File: src/sv/egcd_pkg.sv
`timescale 1ns / 1ps
// ----------------------------------------------------------------------------
// egcd_pkg
// Types shared by the extended gcd block.
// ----------------------------------------------------------------------------
package egcd_pkg;

    typedef struct packed {
        logic signed [63:0] first_operand;
        logic signed [63:0] second_operand;
    } egcd_in_t;

    typedef struct packed {
        logic        [62:0] divisor_out;
        logic signed [63:0] coef_first;
        logic signed [63:0] coef_second;
    } egcd_out_t;

endpackage

File: src/sv/egcd_divider.sv
`timescale 1ns / 1ps
// ----------------------------------------------------------------------------
// egcd_divider
// Bit-serial restoring divider, truncating signed quotient and remainder.
// One quotient bit per cycle.
// ----------------------------------------------------------------------------
module egcd_divider
    import egcd_pkg::*;
#(
    parameter int DATA_WIDTH = 64
)
(
    input  logic                  clk,
    input  logic                  rst_n,
    input  logic                  start,
    input  logic [DATA_WIDTH-1:0] num,
    input  logic [DATA_WIDTH-1:0] den,
    output logic                  done,
    output logic [DATA_WIDTH-1:0] quo,
    output logic [DATA_WIDTH-1:0] rem
);
    localparam int CW = $clog2(DATA_WIDTH + 1);

    logic                  busy_reg, busy_next;
    logic [CW-1:0]         cnt_reg, cnt_next;
    logic [DATA_WIDTH-1:0] q_reg, q_next;
    logic [DATA_WIDTH:0]   r_reg, r_next;
    logic [DATA_WIDTH-1:0] d_reg, d_next;
    logic                  qn_reg, qn_next, rn_reg, rn_next;
    logic                  done_reg, done_next;

    logic [DATA_WIDTH:0]   trial;
    logic [DATA_WIDTH:0]   diff;

    assign trial = {r_reg[DATA_WIDTH-1:0], q_reg[DATA_WIDTH-1]};
    assign diff  = trial - {1'b0, d_reg};

    always_comb
    begin
        busy_next = busy_reg;
        cnt_next  = cnt_reg;
        q_next    = q_reg;
        r_next    = r_reg;
        d_next    = d_reg;
        qn_next   = qn_reg;
        rn_next   = rn_reg;
        done_next = 1'b0;
        if (start)
        begin
            busy_next = 1'b1;
            cnt_next  = CW'(DATA_WIDTH);
            q_next    = num[DATA_WIDTH-1] ? (~num + 1'b1) : num;
            d_next    = den[DATA_WIDTH-1] ? (~den + 1'b1) : den;
            r_next    = '0;
            qn_next   = num[DATA_WIDTH-1] ^ den[DATA_WIDTH-1];
            rn_next   = num[DATA_WIDTH-1];
        end
        else if (busy_reg)
        begin
            if (diff[DATA_WIDTH])
            begin
                r_next = trial;
                q_next = {q_reg[DATA_WIDTH-2:0], 1'b0};
            end
            else
            begin
                r_next = diff;
                q_next = {q_reg[DATA_WIDTH-2:0], 1'b1};
            end
            cnt_next = cnt_reg - 1'b1;
            if (cnt_reg == CW'(1))
            begin
                busy_next = 1'b0;
                done_next = 1'b1;
            end
        end
    end

    always_ff @(posedge clk or negedge rst_n)
    begin
        if (!rst_n)
        begin
            busy_reg <= 1'b0;
            done_reg <= 1'b0;
            cnt_reg  <= '0;
        end
        else
        begin
            busy_reg <= busy_next;
            done_reg <= done_next;
            cnt_reg  <= cnt_next;
        end
    end

    always_ff @(posedge clk)
    begin
        q_reg  <= q_next;
        r_reg  <= r_next;
        d_reg  <= d_next;
        qn_reg <= qn_next;
        rn_reg <= rn_next;
    end

    assign done = done_reg;
    assign quo  = qn_reg ? (~q_reg + 1'b1) : q_reg;
    assign rem  = rn_reg ? (~r_reg[DATA_WIDTH-1:0] + 1'b1) : r_reg[DATA_WIDTH-1:0];
endmodule

File: src/sv/egcd_mac.sv
`timescale 1ns / 1ps
// ----------------------------------------------------------------------------
// egcd_mac
// Bit-serial products q*s1 and q*t1 for the two coefficient rows.
// Shift-and-add over the bits of q, one bit per cycle, modulo 2^DATA_WIDTH.
// ----------------------------------------------------------------------------
module egcd_mac
    import egcd_pkg::*;
#(
    parameter int DATA_WIDTH = 64
)
(
    input  logic                  clk,
    input  logic                  rst_n,
    input  logic                  start,
    input  logic [DATA_WIDTH-1:0] q,
    input  logic [DATA_WIDTH-1:0] s1,
    input  logic [DATA_WIDTH-1:0] t1,
    output logic                  done,
    output logic [DATA_WIDTH-1:0] sp,
    output logic [DATA_WIDTH-1:0] tp
);
    localparam int CW = $clog2(DATA_WIDTH + 1);

    logic                  busy_reg, busy_next;
    logic                  done_reg;
    logic [CW-1:0]         cnt_reg, cnt_next;
    logic [DATA_WIDTH-1:0] q_reg, q_next;
    logic [DATA_WIDTH-1:0] ms_reg, ms_next, mt_reg, mt_next;
    logic [DATA_WIDTH-1:0] as_reg, as_next, at_reg, at_next;

    always_comb
    begin
        busy_next = busy_reg;
        cnt_next  = cnt_reg;
        q_next    = q_reg;
        ms_next   = ms_reg;
        mt_next   = mt_reg;
        as_next   = as_reg;
        at_next   = at_reg;
        if (start)
        begin
            busy_next = 1'b1;
            cnt_next  = CW'(DATA_WIDTH);
            q_next    = q;
            ms_next   = s1;
            mt_next   = t1;
            as_next   = '0;
            at_next   = '0;
        end
        else if (busy_reg)
        begin
            if (q_reg[0])
            begin
                as_next = as_reg + ms_reg;
                at_next = at_reg + mt_reg;
            end
            q_next   = q_reg >> 1;
            ms_next  = ms_reg << 1;
            mt_next  = mt_reg << 1;
            cnt_next = cnt_reg - 1'b1;
            if (cnt_reg == CW'(1))
                busy_next = 1'b0;
        end
    end

    always_ff @(posedge clk or negedge rst_n)
    begin
        if (!rst_n)
        begin
            busy_reg <= 1'b0;
            done_reg <= 1'b0;
            cnt_reg  <= '0;
        end
        else
        begin
            busy_reg <= busy_next;
            done_reg <= busy_reg && !start && (cnt_reg == CW'(1));
            cnt_reg  <= cnt_next;
        end
    end

    always_ff @(posedge clk)
    begin
        q_reg  <= q_next;
        ms_reg <= ms_next;
        mt_reg <= mt_next;
        as_reg <= as_next;
        at_reg <= at_next;
    end

    assign done = done_reg;
    assign sp   = as_reg;
    assign tp   = at_reg;
endmodule

File: src/sv/extended_gcd_bezout.sv
`timescale 1ns / 1ps
// ----------------------------------------------------------------------------
// extended_gcd_bezout
// Extended Euclid: gcd and Bezout coefficients of two signed integers.
// ----------------------------------------------------------------------------
// One transaction at a time. Each Euclid step runs a bit-serial division
// and then a bit-serial coefficient update, followed by the loop test in
// S_FIN. Up to roughly 92 steps are needed at 64 bits, far fewer for
// typical operands. The result sits in an output register; the next input
// is taken once it has been delivered.
module extended_gcd_bezout
    import egcd_pkg::*;
#(
    parameter int DATA_WIDTH = 64
)
(
    input  logic      clk,
    input  logic      rst_n,
    input  logic      in_valid,
    output logic      in_stall,
    input  egcd_in_t  in_data,
    output logic      out_valid,
    input  logic      out_stall,
    output egcd_out_t out_data
);
    localparam int W = DATA_WIDTH;

    typedef enum logic [4:0] {
        S_IDLE = 5'b00001,
        S_DIV  = 5'b00010,
        S_MAC  = 5'b00100,
        S_FIN  = 5'b01000,
        S_OUT  = 5'b10000
    } state_t;

    state_t state_reg, state_next;
    logic [W-1:0] r0_reg, r0_next, r1_reg, r1_next;
    logic [W-1:0] s0_reg, s0_next, s1_reg, s1_next;
    logic [W-1:0] t0_reg, t0_next, t1_reg, t1_next;
    egcd_out_t    res_reg, res_next;

    logic         div_start, div_done, mac_start, mac_done;
    logic [W-1:0] div_q, div_r, mac_s, mac_t;
    logic [W-1:0] g_abs, u_fix, v_fix;

    egcd_divider #(.DATA_WIDTH(W)) u_div (
        .clk(clk), .rst_n(rst_n), .start(div_start), .num(r0_reg), .den(r1_reg),
        .done(div_done), .quo(div_q), .rem(div_r)
    );

    // quotient is taken straight from the divider while its done is high
    egcd_mac #(.DATA_WIDTH(W)) u_mac (
        .clk(clk), .rst_n(rst_n), .start(mac_start), .q(div_q), .s1(s1_reg),
        .t1(t1_reg), .done(mac_done), .sp(mac_s), .tp(mac_t)
    );

    assign in_stall  = (state_reg != S_IDLE);
    assign out_valid = (state_reg == S_OUT);
    assign out_data  = res_reg;

    assign g_abs = r0_reg[W-1] ? (~r0_reg + 1'b1) : r0_reg;
    assign u_fix = r0_reg[W-1] ? (~s0_reg + 1'b1) : s0_reg;
    assign v_fix = r0_reg[W-1] ? (~t0_reg + 1'b1) : t0_reg;

    always_comb
    begin
        state_next = state_reg;
        r0_next = r0_reg; r1_next = r1_reg;
        s0_next = s0_reg; s1_next = s1_reg;
        t0_next = t0_reg; t1_next = t1_reg;
        res_next = res_reg;
        div_start = 1'b0;
        mac_start = 1'b0;
        unique case (state_reg)
            S_IDLE:
            begin
                if (in_valid)
                begin
                    r0_next = in_data.first_operand[W-1:0];
                    r1_next = in_data.second_operand[W-1:0];
                    s0_next = W'(1); s1_next = '0;
                    t0_next = '0;    t1_next = W'(1);
                    state_next = S_FIN;
                end
            end
            S_FIN:
            begin
                // r1 == 0 also covers gcd(0,0): r0=0, s0=1 would be wrong,
                // so zero inputs force zero coefficients.
                if (r1_reg != '0)
                begin
                    div_start  = 1'b1;
                    state_next = S_DIV;
                end
                else
                begin
                    res_next.divisor_out = 63'(64'(g_abs));
                    if (r0_reg == '0)
                    begin
                        res_next.coef_first  = '0;
                        res_next.coef_second = '0;
                    end
                    else
                    begin
                        res_next.coef_first  = {{(65-W){u_fix[W-1]}}, u_fix[W-2:0]};
                        res_next.coef_second = {{(65-W){v_fix[W-1]}}, v_fix[W-2:0]};
                    end
                    state_next = S_OUT;
                end
            end
            S_DIV:
            begin
                if (div_done)
                begin
                    r0_next = r1_reg;
                    r1_next = div_r;
                    mac_start  = 1'b1;
                    state_next = S_MAC;
                end
            end
            S_MAC:
            begin
                if (mac_done)
                begin
                    s0_next = s1_reg; s1_next = s0_reg - mac_s;
                    t0_next = t1_reg; t1_next = t0_reg - mac_t;
                    state_next = S_FIN;
                end
            end
            S_OUT:
            begin
                if (!out_stall)
                    state_next = S_IDLE;
            end
            default: state_next = S_IDLE;
        endcase
    end

    always_ff @(posedge clk or negedge rst_n)
    begin
        if (!rst_n)
            state_reg <= S_IDLE;
        else
            state_reg <= state_next;
    end

    always_ff @(posedge clk)
    begin
        r0_reg <= r0_next; r1_reg <= r1_next;
        s0_reg <= s0_next; s1_reg <= s1_next;
        t0_reg <= t0_next; t1_reg <= t1_next;
        res_reg <= res_next;
    end
endmodule

File: config.mk
export PLATFORM = sky130hd
export DESIGN_NAME = extended_gcd_bezout
export DESIGN_NICKNAME = d
export VERILOG_FILES = /design/src/sv/egcd_pkg.sv /design/src/sv/egcd_divider.sv /design/src/sv/egcd_mac.sv /design/src/sv/extended_gcd_bezout.sv
export SDC_FILE = /design/constraint.sdc
export NUM_CORES = 2
export LEC_CHECK = 0
export ABC_AREA = 1
export BUFFER_PORTS_ARGS = -buffer_cell sky130_fd_sc_hd__clkbuf_2
export CAP_MARGIN = 20
export CELL_PAD_IN_SITES_DETAIL_PLACEMENT = 1
export CELL_PAD_IN_SITES_GLOBAL_PLACEMENT = 1
export CORE_UTILIZATION = 45
export DETAILED_ROUTE_END_ITERATION = 12
export PLACE_DENSITY = 0.8
export SYNTH_ARGS = -nofsm -noshare
export SYNTH_HDL_FRONTEND = slang
export SYNTH_SLANG_ARGS = --single-unit
File: constraint.sdc
create_clock -name clk -period 30.1 [get_ports clk]
set_clock_uncertainty 0.15 [all_clocks]
set_input_delay 6.02 -clock clk [delete_from_list [all_inputs] [get_ports clk]]
set_output_delay 6.02 -clock clk [all_outputs]
set_load 0.01 [all_outputs]
==> results.toml <==
[final_layout]
utilization_pct = 50.1
most-common-layout-cells = "3106 x nand2_1, 1941 x inv_1, 1534 x nor2_1"
largest_reg_flops = 191
drive_gt1_share_pct = 5.69
nFillCells = 23000
finalNonFillerCells = 14200
final_common_cell = "nand2_1"
layout.nets = 12200
area_growth_pct = 10.6

[floorplanning]
initial_core_util_pct = 45.3
rows = 154
fp.dieH_um = 423
die_w_um = 423
io_pins = 325
design.core.area_mm2 = 0.176
die_area_mm2 = 0.179

[clock_tree]
postCtsHoldBufs = 0
clock_path_buffers = 3
cts_resized = 0
clk_pin_slew_ns = 0.06
root_buffer = "clkbuf_16"
numCtsBuffers = 135
cts_setup_buffers = 0
cts_tree = "yes"
htree_levels = 4
clock_latency_ns = 0.83
cts_sinks = 1112

[setup_path]
worstPathCellList = "clkbuf_2, or2_2, nand2_1, nor2_4, buf_4, buf_4, buf_4"
cp_common_cell = "buf_4"
regToRegSetupSlack_ns = 24.82
endpoint_kind = "flop"
critPathTopFamily = "buffers and inverters"
critPathSlowestCell = "buf_4"
reg2reg_from = "r1_reg[41]$_DFFE_PP_"
crit_arrival_ns = 9.10
worstRegToRegCells = 12
cp_slowest_stage_delay_ns = 0.85
worstReg2RegEnd = "u_div.q_reg[63]$_DFFE_PP_"
crit_fanout = 72
worst-path-stages = 7
cp-start-kind = "primary input"
cp_num_buf_inv = 4
cp.required_ns = 30.38
critPathKind = "in -> reg"

[yosys]
synth_area_per_cell_um2 = 6.96
synthCells = 11500
synth-edff-count = 897
synth_area_mm2 = 0.0798
ys_seq_area_share_pct = 39.3
async_reset_ff_share_pct = 2.07
synthesis.nets = 11900
yosysWarnings = 0
ys_seq_elements = 1112
synth_ff_type = "edfxtp_1"
synth.distinct_cells = 57

[routing]
vias = 81200
totalWireLength_um = 359000
wl_per_cell_um = 25.3
drc_errors = 0
dr.pass1.iters = 6
drtAntennaViolNets = 0
drt-initial-drc-count = 7202
via_per_inst = 5.72

[min_path]
hold_class = "reg -> reg"
hold_depth = 2
min_from = "u_div.r_reg[55]$_SDFFE_PP0P_"
holdPathEnd = "u_div.r_reg[55]$_SDFFE_PP0P_"

[sta]
worst_slack_ns = 21.28
worstMarginPinSlew_ns = 1.32
rsz0062_at_grt = "false"
hold_ws_ns = 0.338
final.setup.tns_ns = 0
fmaxAchievable_mhz = 113
hold_viol_final = 0
setup_viol = 0
slew_headroom_pct = 11.3
timing.final.crit_share_pct = 29.3
period_needed_ns = 8.82
finalMaxSlewViolations = 0

[status]
outcome = "complete, no violations"

[placed_design]
hpwl_um = 294000
dp.cells = 13900
dp_slack_ns = 20.52
place_congestion = 1.04
numPortBuffers = 324

[power_and_ir_drop]
power_density_mw_per_mm2 = 111
cellLeakagePower_nw = 41.1
peakVddDrop_mv = 0.109

[grt]
grt_max_degree = 196
grt_pass1_wl_um = 523000
grt_pass1_vias = 82000
grt.total_usage_pct = 39.1
grt.overflow.total = 0
antenna_found_initial = 15

[run]
max_cap_violations = 0
synth_stat cells (all sizes together) (69+ instances only):
master | instances | area share (%)
a21oi | 599 | 3.8
buf | 78 | 0.55
clkbuf | 166 | 0.78
dfxtp | 192 | 4.8
edfxtp | 897 | 34
ha | 326 | 5.1
inv | 1957 | 9.2
nand2 | 3123 | 15
nand3 | 659 | 4.2
nand4 | 143 | 1.1
nor2 | 1552 | 7.4
nor3 | 176 | 1.2
nor4 | 69 | 0.56
o21ai | 821 | 5.2
xor2 | 314 | 3.4
layout make-up:
cell class,count,area [µm²],area share (%)
Clock buffer,175,3640,4.12
Tap cell,2340,2930,3.32
Sequential cell,1112,31400,35.5
Inverter,1961,7390,8.37
Antenna cell,5,12.5,0.0142
Clock inverter,72,791,0.896
Timing Repair Buffer,378,2080,2.35
Multi-Input combinational cell,8153,40100,45.4
worst max-delay path by stage:
stage | slack (ns) | end | from
after floorplan | 12.27 | s0_reg[0]$_SDFFCE_PN1P_ | in_valid
after global placement | 20.66 | s1_reg[59]$_SDFFCE_PN0P_ | in_valid
after detailed placement | 20.52 | s0_reg[55]$_SDFFCE_PN0P_ | in_valid
after CTS | 21.37 | s0_reg[63]$_SDFFCE_PN0P_ | in_valid
after global routing | 21.14 | s0_reg[63]$_SDFFCE_PN0P_ | in_valid
final | 21.28 | s0_reg[63]$_SDFFCE_PN0P_ | in_valid
logic make-up after synthesis:
kind of cell             count (synthesis)  synth area share [%]
AND/OR/NAND/NOR                       5794                  29.7
flip-flops                            1112                  39.3
XOR/XNOR                               369                  4.05
buffers and inverters                 2205                  10.6
AO/OA/AOI/OAI                         1659                  11.1
adder cells (fa/ha/maj)                331                  5.24
metal layers:
metal / wire length [µm] / part of all wire, % / up-vias / track usage [%]
li1: - / - / 37500 / -
met2: 165000 / 46 / 3134 / 63.7
met3: 24200 / 6.7 / 883 / 5.48
met5: 39 / 0.011 / - / 0
met1: 141000 / 39 / 39700 / 47.8
met4: 28800 / 8.0 / 6 / 27.3
per-stage QoR:
stage / power (mW) / area, µm²
finish: 9.84 / 88300
global route: 10.3 / 88200
CTS: 9.68 / 88200
detailed placement: 7.96 / 83800
global placement: 7.80 / 83700
floorplan: 5.85 / 79800
worst min-delay path, delay by kind of cell, from the launching register on:
family	cells	cell delay, ns
and+or+nand+nor	2	0.12
DFF	1	0.33
power by group:
part,internal [mW],switching [mW]
sequential,2.29,0.489
combinational,1.38,4.00
clock,0.944,0.737
total,4.62,5.22
(Power assumes the default switching activity.)
